`src/rtl/u2e_pkg.sv`:
```
// u2e_pkg: shared types, constants and helpers for the utf-8 to unicode escape block
// no dependencies; imported by the decoder, the serializer and the top level

package u2e_pkg;

  // escape text layout
  localparam int unsigned EscLen  = 6;
  localparam int unsigned PairLen = 12;
  localparam int unsigned IdxW    = 4;

  localparam logic [6:0] CharBslash = 7'h5C;
  localparam logic [6:0] CharU      = 7'h75;
  localparam logic [6:0] CharZero   = 7'h30;
  localparam logic [6:0] CharLowA   = 7'h61;

  // surrogate bases and offset
  localparam logic [15:0] HiSurBase  = 16'hD800;
  localparam logic [5:0]  LoSurTop   = 6'b110111;
  localparam logic [20:0] SupplBase  = 21'h010000;
  localparam logic [20:0] BmpMax     = 21'h00FFFF;

  // one or two utf-16 units waiting to be written out
  typedef struct packed {
    logic [15:0] hi;
    logic [15:0] lo;
    logic        pair;
  } unit_pair_t;

  // handoff between decoder and serializer
  typedef struct packed {
    logic       valid;
    unit_pair_t units;
  } pend_t;

  // lower-case hex digit for one nibble
  function automatic logic [6:0] hex_char(input logic [3:0] nib);
    logic [6:0] c;
    if (nib < 4'd10) begin
      c = CharZero + {3'b000, nib};
    end else begin
      c = CharLowA + {3'b000, nib} - 7'd10;
    end
    return c;
  endfunction

endpackage

```
`src/rtl/u2e_if.sv`:
```
// u2e_byte_if and u2e_char_if: valid/ready channels for input bytes and escape chars
// no dependencies

interface u2e_byte_if;
  logic       valid;
  logic       ready;
  logic [7:0] in_byte;

  modport source (output valid, output in_byte, input ready);
  modport sink   (input valid, input in_byte, output ready);
endinterface

interface u2e_char_if;
  logic       valid;
  logic       ready;
  logic [6:0] out_char;
  logic       last_char;

  modport source (output valid, output out_char, output last_char, input ready);
  modport sink   (input valid, input out_char, input last_char, output ready);
endinterface

```
`src/rtl/u2e_decoder.sv`:
```
// u2e_decoder: utf-8 gather state and surrogate split into a one-deep pending register
// depends on u2e_pkg and u2e_byte_if

module u2e_decoder (
  input  logic           clk_i,
  input  logic           rst_ni,
  u2e_byte_if.sink       in_i,
  input  logic           pend_take_i,
  output u2e_pkg::pend_t pend_o
);
  import u2e_pkg::*;

  logic [20:0] pcp_q, pcp_d;
  logic [1:0]  rem_q, rem_d;
  logic        pend_valid_q, pend_valid_d;
  unit_pair_t  pend_units_q, pend_units_d;

  logic        emit;
  logic [20:0] cp;
  logic [20:0] v;
  logic [7:0]  b;
  logic        accept;
  unit_pair_t  units;

  assign b      = in_i.in_byte;
  assign in_i.ready = !pend_valid_q || pend_take_i;
  assign accept = in_i.valid && in_i.ready;

  // byte classification and gather state update
  always_comb begin
    pcp_d = pcp_q;
    rem_d = rem_q;
    emit  = 1'b0;
    cp    = {13'd0, b};
    if (b[7:6] == 2'b10) begin
      if (rem_q != 2'd0) begin
        cp    = {pcp_q[14:0], b[5:0]};
        rem_d = rem_q - 2'd1;
        if (rem_q == 2'd1) begin
          emit  = 1'b1;
          pcp_d = '0;
        end else begin
          pcp_d = cp;
        end
      end else begin
        emit = 1'b1;
      end
    end else begin
      // any non-continuation byte drops a partial sequence
      pcp_d = '0;
      rem_d = 2'd0;
      if (b[7] == 1'b0) begin
        emit = 1'b1;
      end else if (b[7:5] == 3'b110) begin
        pcp_d = {16'd0, b[4:0]};
        rem_d = 2'd1;
      end else if (b[7:4] == 4'b1110) begin
        pcp_d = {17'd0, b[3:0]};
        rem_d = 2'd2;
      end else if (b[7:3] == 5'b11110) begin
        pcp_d = {18'd0, b[2:0]};
        rem_d = 2'd3;
      end else begin
        emit = 1'b1;
      end
    end
  end

  // split into utf-16 units
  always_comb begin
    v = cp - SupplBase;
    if (cp > BmpMax) begin
      units.hi   = HiSurBase + {5'd0, v[20:10]};
      units.lo   = {LoSurTop, v[9:0]};
      units.pair = 1'b1;
    end else begin
      units.hi   = cp[15:0];
      units.lo   = cp[15:0];
      units.pair = 1'b0;
    end
  end

  // pending register next value
  always_comb begin
    pend_valid_d = pend_valid_q;
    pend_units_d = pend_units_q;
    if (pend_take_i) begin
      pend_valid_d = 1'b0;
    end
    if (accept && emit) begin
      pend_valid_d = 1'b1;
      pend_units_d = units;
    end
  end

  // control state
  always_ff @(posedge clk_i or negedge rst_ni) begin
    if (!rst_ni) begin
      pcp_q        <= '0;
      rem_q        <= '0;
      pend_valid_q <= 1'b0;
    end else begin
      pend_valid_q <= pend_valid_d;
      if (accept) begin
        pcp_q <= pcp_d;
        rem_q <= rem_d;
      end
    end
  end

  // pending payload
  always_ff @(posedge clk_i) begin
    pend_units_q <= pend_units_d;
  end

  assign pend_o.valid = pend_valid_q;
  assign pend_o.units = pend_units_q;

endmodule

```
`src/rtl/u2e_serializer.sv`:
```
// u2e_serializer: writes each pending unit pair out as escape text, one char per word
// depends on u2e_pkg and u2e_char_if

module u2e_serializer (
  input  logic           clk_i,
  input  logic           rst_ni,
  input  u2e_pkg::pend_t pend_i,
  output logic           pend_take_o,
  u2e_char_if.source     out_o
);
  import u2e_pkg::*;

  logic            act_valid_q, act_valid_d;
  unit_pair_t      act_q, act_d;
  logic [IdxW-1:0] idx_q, idx_d;
  logic            out_valid_q, out_valid_d;
  logic [6:0]      out_char_q, out_char_d;
  logic            out_last_q, out_last_d;

  logic            advance;
  logic            final_char;
  logic [IdxW-1:0] pos;
  logic [15:0]     unit;
  logic [6:0]      chr;

  assign advance    = act_valid_q && (!out_valid_q || out_o.ready);
  assign final_char = act_q.pair ? (idx_q == IdxW'(PairLen - 1)) : (idx_q == IdxW'(EscLen - 1));
  assign pend_take_o = pend_i.valid && (!act_valid_q || (advance && final_char));

  // character at the current index
  always_comb begin
    if (idx_q >= IdxW'(EscLen)) begin
      pos  = idx_q - IdxW'(EscLen);
      unit = act_q.lo;
    end else begin
      pos  = idx_q;
      unit = act_q.hi;
    end
    case (pos[2:0])
      3'd0:    chr = CharBslash;
      3'd1:    chr = CharU;
      3'd2:    chr = hex_char(unit[15:12]);
      3'd3:    chr = hex_char(unit[11:8]);
      3'd4:    chr = hex_char(unit[7:4]);
      3'd5:    chr = hex_char(unit[3:0]);
      default: chr = CharBslash;
    endcase
  end

  // active descriptor and index
  always_comb begin
    act_valid_d = act_valid_q;
    act_d       = act_q;
    idx_d       = idx_q;
    if (advance) begin
      idx_d = idx_q + IdxW'(1);
      if (final_char) begin
        act_valid_d = 1'b0;
      end
    end
    if (pend_take_o) begin
      act_valid_d = 1'b1;
      act_d       = pend_i.units;
      idx_d       = '0;
    end
  end

  // output register
  always_comb begin
    out_valid_d = out_valid_q;
    out_char_d  = out_char_q;
    out_last_d  = out_last_q;
    if (out_valid_q && out_o.ready) begin
      out_valid_d = 1'b0;
    end
    if (advance) begin
      out_valid_d = 1'b1;
      out_char_d  = chr;
      out_last_d  = final_char;
    end
  end

  always_ff @(posedge clk_i or negedge rst_ni) begin
    if (!rst_ni) begin
      act_valid_q <= 1'b0;
      idx_q       <= '0;
      out_valid_q <= 1'b0;
    end else begin
      act_valid_q <= act_valid_d;
      idx_q       <= idx_d;
      out_valid_q <= out_valid_d;
    end
  end

  always_ff @(posedge clk_i) begin
    act_q      <= act_d;
    out_char_q <= out_char_d;
    out_last_q <= out_last_d;
  end

  assign out_o.valid     = out_valid_q;
  assign out_o.out_char  = out_char_q;
  assign out_o.last_char = out_last_q;

endmodule

```
`src/rtl/utf8_to_unicode_escape.sv`:
```
// utf8_to_unicode_escape: top level, decoder feeding the escape serializer
// depends on u2e_pkg, u2e_if, u2e_decoder and u2e_serializer

// Takes UTF-8 text one byte per word on in_i and gives its \uXXXX escape
// text on out_o, one ASCII char per word, with last_char set on the final
// hex digit of each code point. Code points above 0xFFFF come out as a
// high/low surrogate pair (twelve chars), bytes that cannot start or
// continue a sequence come out as the escape of their own value, and a lead
// byte arriving mid-sequence drops the partial code point. A byte that
// only gathers bits produces no output; a byte that completes a code point
// is written out as six chars (twelve for a surrogate pair) by the
// serializer, one char per cycle while the output is not stalled. One
// completed code point can wait in a pending register while the previous
// one is written out, so input stalls only when both are occupied. The
// completing byte passes the pending, active and output registers in turn.

module utf8_to_unicode_escape (
  input  logic       clk_i,
  input  logic       rst_ni,
  u2e_byte_if.sink   in_i,
  u2e_char_if.source out_o
);
  import u2e_pkg::*;

  pend_t pend;
  logic  pend_take;

  // byte decode and pending register
  u2e_decoder u_decoder (
    .clk_i       (clk_i),
    .rst_ni      (rst_ni),
    .in_i        (in_i),
    .pend_take_i (pend_take),
    .pend_o      (pend)
  );

  // escape text output
  u2e_serializer u_serializer (
    .clk_i       (clk_i),
    .rst_ni      (rst_ni),
    .pend_i      (pend),
    .pend_take_o (pend_take),
    .out_o       (out_o)
  );

endmodule

```
`src/flat_wrapper.sv`:
```
// flat-port wrapper written by rule: the top's interface ports become plain ports
module utf8_to_unicode_escape_flat import u2e_pkg::*;
  (clk_i, rst_ni, in_i_valid, in_i_in_byte, in_i_ready, out_o_valid, out_o_out_char, out_o_last_char, out_o_ready);
  u2e_byte_if in_i_i ();
  u2e_char_if out_o_i ();
  input  logic clk_i;
  input  logic rst_ni;
  input wire logic [$bits(in_i_i.valid)-1:0] in_i_valid;
  input wire logic [$bits(in_i_i.in_byte)-1:0] in_i_in_byte;
  output wire logic [$bits(in_i_i.ready)-1:0] in_i_ready;
  output wire logic [$bits(out_o_i.valid)-1:0] out_o_valid;
  output wire logic [$bits(out_o_i.out_char)-1:0] out_o_out_char;
  output wire logic [$bits(out_o_i.last_char)-1:0] out_o_last_char;
  input wire logic [$bits(out_o_i.ready)-1:0] out_o_ready;
  assign in_i_i.valid = in_i_valid;
  assign in_i_i.in_byte = in_i_in_byte;
  assign in_i_ready = in_i_i.ready;
  assign out_o_valid = out_o_i.valid;
  assign out_o_out_char = out_o_i.out_char;
  assign out_o_last_char = out_o_i.last_char;
  assign out_o_i.ready = out_o_ready;
  utf8_to_unicode_escape u_core (.clk_i(clk_i), .rst_ni(rst_ni), .in_i(in_i_i), .out_o(out_o_i));
endmodule
```
`config.mk`:
```
export PLATFORM = sky130hd
export DESIGN_NAME = utf8_to_unicode_escape_flat
export DESIGN_NICKNAME = d
export VERILOG_FILES = /design/src/rtl/u2e_pkg.sv /design/src/rtl/u2e_if.sv /design/src/rtl/u2e_decoder.sv /design/src/rtl/u2e_serializer.sv /design/src/rtl/utf8_to_unicode_escape.sv /design/src/flat_wrapper.sv
export SDC_FILE = /design/constraint.sdc
export NUM_CORES = 1
export LEC_CHECK = 0
export BUFFER_PORTS_ARGS = -buffer_cell sky130_fd_sc_hd__buf_4
export CORE_MARGIN = 2
export CORE_UTILIZATION = 30
export DETAILED_ROUTE_END_ITERATION = 8
export MAX_ROUTING_LAYER = met4
export PLACE_DENSITY = 0.42
export REMOVE_ABC_BUFFERS = 1
export SLEW_MARGIN = 15
export SYNTH_ARGS = -nofsm -noshare
export SYNTH_HDL_FRONTEND = slang
export SYNTH_HIERARCHICAL = 1
export SYNTH_SLANG_ARGS = --single-unit
```
`constraint.sdc`:
```
create_clock -name clk_i -period 6.4 [get_ports clk_i]
set_input_delay 0 -clock clk_i [delete_from_list [all_inputs] [get_ports clk_i]]
set_output_delay 0 -clock clk_i [all_outputs]
set_load 0.01 [all_outputs]
```
[Word-level counts from Yosys, hierarchy flattened]
Index checks and enable logic that the tools add are counted.
Storage, ports and cells
  input port bits: 12
  word-level logic and storage cells: 110
  output and inout bits: 10
  flip-flop bits (word level): 98
Cells by class
  add/sub/neg operators: 17
  eq/ne operators: 13
  $lt $le $gt $ge: 6
  mux-type cells: 40
  reductions and logical operators: 19
Operators with widths (number)
  15-bit 2-to-1 mux: 3
  21-bit 2-to-1 mux: 2
  7-bit one-hot mux with 5 select lines: 1
  33-bit 2-to-1 mux: 1
  6-bit by 4-bit adder with 7-bit output, first input constant: 4
  6-bit by 5-bit adder with 7-bit output, first input constant: 4
  7-bit 2-to-1 mux: 4
  7-bit by 4-bit subtractor with 7-bit output, second input constant: 4
  21-bit by 16-bit greater-than comparator with 1-bit output, second input constant: 1
  21-bit by 17-bit subtractor with 21-bit output, second input constant: 1
  15-bit by 12-bit adder with 16-bit output, first input constant: 1
  4-bit < comparator, second input constant: 4
  16-bit 2-to-1 mux: 1
  1-bit 2-to-1 mux: 15
  2-bit 2-to-1 mux: 6
  4-bit 2-to-1 mux: 3
  5-bit 2-to-1 mux: 2
  2-bit nonzero test: 5
  3-bit equality test, second input constant: 3
  4-bit equality test, second input constant: 2
  3-bit by 2-bit equality test with 1-bit output, second input constant: 2
  1-bit logical AND: 6
  3-bit 2-to-1 mux: 2
  5-bit equality test, second input constant: 1
  12 further kinds: 17

[Longest topological paths before layout]
  word-level depth: 10
  gate-level depth with buffers: 14
  depth with buffers taken out: 11

[Cells and area by module]
The synthesis kept the hierarchy.
By module, submodules not included
  u2e_serializer: area an instance 2563.7 sq um, seq. area each 1381.3 sq um, cells each 211, instances 1
  u2e_decoder: area an instance 2158.3 sq um, seq. area each 1291.2 sq um, cells each 194, instances 1

[Least setup slack after synthesis]
Ideal clock, no wire load.
  path kind: register to register
  start: register u_core.u_serializer.idx_q[1]
  end: register u_core.u_decoder.pend_units_q (netlist bit u_core/u_decoder/pend_o[0]), enable pin
  stages on the path, launching flop included: 10
  path slack: 2.974 ns
  required time: 6.012 ns
  buffers on the path: 2
  clock period less this slack: 3.426 ns
  arrival: 3.039 ns
  setup time: 0.388 ns
  cells stage by stage: dfrtp_1 > buf_2 > nand2b_1 > or3_1 > a21oi_1 > a21bo_2 > and2_1 > buf_2 > nand2b_1 > o2111a_1
On the way
  cells in the longest elaborated chain, start to end: 8
  elaborated cells on any way between the ends: 9
  classes of those cells: eq/ne: 2; mux: 1; reduce/logical: 6
Ends and longest elaborated chain
  start, declared: line u2e_serializer.sv:15  | logic [IdxW-1:0] idx_q, idx_d;
  start signal, assigned: line u2e_serializer.sv:90  | idx_q <= idx_d;
  4-bit by 3-bit equality test with 1-bit output or 4-bit equality test (tied branches): line u2e_serializer.sv:27  | assign final_char = act_q.pair ? (idx_q == IdxW'(PairLen - 1)) : (idx_q == IdxW'(EscLen - 1));
  1-bit 2-to-1 mux *: line u2e_serializer.sv:27
  named net u_core.u_serializer.final_char: line u2e_serializer.sv:21  | logic final_char;
  1-bit logical AND *: line u2e_serializer.sv:28  | assign pend_take_o = pend_i.valid && (!act_valid_q || (advance && final_char));
  1-bit logical OR *: line u2e_serializer.sv:28
  1-bit logical AND *: line u2e_serializer.sv:28
  named net u_core.pend_take: line utf8_to_unicode_escape.sv:26  | logic pend_take;
  1-bit logical OR *: line u2e_decoder.sv:26  | assign in_i.ready = !pend_valid_q || pend_take_i;
  named net in_i_ready: line flat_wrapper.sv:10  | output wire logic [$bits(in_i_i.ready)-1:0] in_i_ready;
  1-bit logical AND *: line u2e_decoder.sv:27  | assign accept = in_i.valid && in_i.ready;
  1-bit logical AND *: line u2e_decoder.sv:90  | if (accept && emit) begin
  end signal, assigned: line u2e_decoder.sv:113  | pend_units_q <= pend_units_d;
  end, declared: line u2e_decoder.sv:16  | unit_pair_t pend_units_q, pend_units_d;
Mark *: on every way through the listed nets, which the timed path passes. The rest lies on a longest branch.
A chain may end at the register's enable or synchronous reset.

[Worst setup path in the final report]
  start: register u_core.u_serializer.idx_q[0]
  end: register u_core.u_serializer.out_char_q[4], in the netlist u_core/u_serializer/out_o.out_char[4] (data pin)
On the way
  cells in the longest elaborated chain, start to end: 6
  elaborated cells on any way between the ends: 30
  classes of those cells: add/sub: 13; order compare: 5; eq/ne: 5; mux: 7
Ends and longest elaborated chain
  4-bit by 3-bit greater-or-equal comparator with 1-bit output: line u2e_serializer.sv:32  | if (idx_q >= IdxW'(EscLen)) begin
  16-bit 2-to-1 mux: line u2e_serializer.sv:32
  6-bit by 5-bit adder with 7-bit output: line u2e_pkg.sv:41  | c = CharLowA + {3'b000, nib} - 7'd10;
  7-bit by 4-bit subtractor with 7-bit output: line u2e_pkg.sv:41
  7-bit 2-to-1 mux: line u2e_pkg.sv:38  | if (nib < 4'd10) begin
  7-bit one-hot mux with 5 select lines *: line u2e_serializer.sv:39  | case (pos[2:0])
  named net u_core.u_serializer.chr[4]: line u2e_serializer.sv:24  | logic [6:0] chr;
  end signal, assigned: line u2e_serializer.sv:97  | out_char_q <= out_char_d;
  end, declared: line u2e_serializer.sv:17  | logic [6:0] out_char_q, out_char_d;
Marks and branches as above.

==> reports/results.ini <==
[global_routing]
grt_first_pass_wirelength_mm=17.2
overflow=0
grt_usage_pct=14.2
antenna_found_initial=0
grt_pass1_vias=3142
grt_max_degree=40

[worst_setup_path]
r2r_cells=11
critPathCaptureType=flop
critPathMaxFanout=17
crit_required_ns=6.49
ff2ff_setup_slack_ns=2.43
critPathLaunchType=flop
reg2reg_to=u_core/u_serializer/out_o.out_char[4]
path_class=flop to flop
cp.arrival_ns=4.06
reg2reg_from=u_core/u_serializer/idx_q[0]

[finish]
drive_gt1_share_pct=14.3
multi_input_area_sq_mm=0.00181
fin_area_sq_mm=0.00539
antennaDiodeCount=0
final_core_util_pct=35.2
regArea_sq_mm=0.00267
fillerInstances=1571
nets=443
synthToLayoutAreaGrowth_pct=14.1

[power_and_ir_drop]
ir_drop_v=0.000174
p_leak_uw=0.00194
power_density_mw_per_mm2=439

[detailed_routing]
dr_wl_met3_microns=320
ant_nets=0
drtIter0Drc=158
num_vias=3169
drt-met1-wl_mm=4.88
dr.max_layer_used=met4
firstDrtPassIters=4
wl_met2_mm=5.29
wirelength_mm=10.7
drc=0
vias_per_cell=4.97
routedWlPerCell_microns=16.9

[logic_synthesis]
synth.avg_cell_area_sq_um=11.7
synth_top_area_cell=edfxtp_1
synth_area_sq_mm=0.00472
synthArstFlopShare_pct=25.8
yosys.area.top_type_share_pct=43.9
synth-main-ff-cell=edfxtp_1
syn_inst=405
ys_seq_elements=93
yosysWarnings=6
yosys-top-cells-area=edfxtp_1 44%, dfrtp_1 13%, nand2_1 4.1%
synth-edff-count=69
ys_types=66
synth_seq_area_share_pct=56.6

[floorplanning]
fp.dieW_microns=129
die_h_microns=129
core_area_sq_mm=0.0153
dieArea_sq_mm=0.0168
ios=22
num_rows=45
start_util_pct=30.8

[clock_tree]
clkTransAtPathRegs_ns=0.07
cts_tree=done
cts_sinks=93
htreeDepth=3
clock-root-buffer=clkbuf_16
numCtsBuffers=9
clk_latency_ns=0.35
cts_buffer_depth=2

[placed_design]
place_congestion=0.859
dpl-instance-area_sq_mm=0.00498
portBuffers=21
hpwl_mm=7.79
preCtsSetupSlack_ns=2.50

[sta]
finalSetupTns_ns=0
maxSlewHeadroom_pct=32.6
finalCriticalPeriod_ns=3.97
fin_skew_ns=0.00853
holdWs_ns=0.0844
rsz0062_at_grt=no
drv_slew=0
finalCritPeriodShare_pct=62.0
setup_violations=0
final.setup.worst_slack_ns=2.43
timing.fmax_mhz=252
final_hold_viol_count=0
tightestPinTransition_ns=1.01

[outcome]
status=finished, final reports clean

[hold_path]
hold_path_depth=4
hp-start=in_i_in_byte[6]
worstHoldEndpoint=u_core/u_decoder/pcp_q[4]
hold_path.class=input pin to flop

[flow_run]
drv_cap=0

## state kept, by name (all words and copies together) (netlist names), 2 cells and up
name,cells
u_core/u_decoder/pend_o,28
u_core/u_serializer/out_o.out_char,7
u_core/u_decoder/rem_q,2
u_core/u_decoder/pcp_q,15
u_core/u_serializer/act_q,33
u_core/u_serializer/idx_q,4
## final cells by class
type | count | share of cell area [%]
multi-input combinational | 268 | 33.6
tap | 211 | 4.90
timing repair buffer | 34 | 5.16
inverter | 15 | 1.05
clock inverter | 5 | 1.39
clock buffer | 11 | 4.32
sequential | 93 | 49.6
## how the worst max path moves through the flow
stage	start	slack, ns	endpoint	cells after the start
floorplan	u_core/u_serializer/idx_q[1]	2.67	u_core/u_decoder/pend_o[0]	7
global placement	u_core/u_serializer/idx_q[0]	2.64	u_core/u_serializer/out_o.out_char[4]	11
detailed placement	u_core/u_serializer/idx_q[0]	2.50	u_core/u_serializer/out_o.out_char[4]	11
CTS	u_core/u_serializer/idx_q[0]	2.45	u_core/u_serializer/out_o.out_char[4]	11
global route	u_core/u_serializer/idx_q[1]	2.15	u_core/u_decoder/pcp_q[0]	10
finish	u_core/u_serializer/idx_q[0]	2.43	u_core/u_serializer/out_o.out_char[4]	11
## synth_stat cells, types with 5 or more instances
cell type and instances:
buf_4 8, edfxtp_1 69, o21ai_0 28, a211oi_1 5
nor2_1 19, nor2b_1 6, dfrtp_1 24, inv_1 15
nand4_1 8, nand2b_1 6, clkbuf_1 11, buf_6 6
nand3_1 8, o211ai_1 14, mux2i_1 8, nand2_1 51
ha_1 10, a21oi_1 15
## power by group
group          internal [uW]  switching (uW)  total (uW)
clock network            341             226         566
logic                    347             527         873
registers                804             120         924
total                   1490             872        2360
## repair_timing
action | CTS | global route
resized for setup | 0 | 0
buffers inserted | 0 | 0
endpoints found under the hold margin | 38 | 0
hold buffers | 9 | 0
## routing by layer
layer / vias to the layer above / track usage (%)
met2: 60 / 23.3
met5: - / -
met3: 15 / 2.44
met1: 1539 / 17.1
li1: 1555 / -
met4: 0 / 6.33
## cells in the final DEF, fill, tap and decap left out, types with 10 or more instances in the layout
cell	netlist	final
o21ai_0	28	28
edfxtp_1	69	69
ha_1	10	10
nand2_1	51	51
nor2_1	19	19
buf_4	8	25
inv_1	15	15
a21oi_1	15	15
o211ai_1	14	14
dfrtp_1	24	24
## critical path: stages (launching register included)
cell	delay (ns)
dfrtp_1	0.56
inv_1	0.18
ha_1	0.31
o21ai_2	0.56
and2b_1	0.74
mux2i_2	0.17
ha_1	0.27
inv_1	0.09
a21oi_1	0.08
a211oi_1	0.21
o21ai_0	0.11
or4_1	0.40
## stage by stage
step                      std cells  total power (uW)
after floorplan                 376              1520
after global routing            637              2520
final                           637              2360
after CTS                       637              2380
after global placement          612              1800
after detailed placement        612              1810
## logic make-up (layout without fill, tap and decap cells)
logic type | count (synthesis) | in the layout | share of synthesized area, %
AND/OR/NAND/NOR | 129 | 129 | 14.2
buffers and inverters | 44 | 65 | 5.19
AO/OA/AOI/OAI | 109 | 109 | 17.2
adder cells (fa/ha/maj) | 10 | 10 | 2.65
XOR/XNOR | 8 | 8 | 1.48
multiplexers | 12 | 12 | 2.70
flip-flops | 93 | 93 | 56.6
Note: power is estimated with default switching activity, not from simulation.
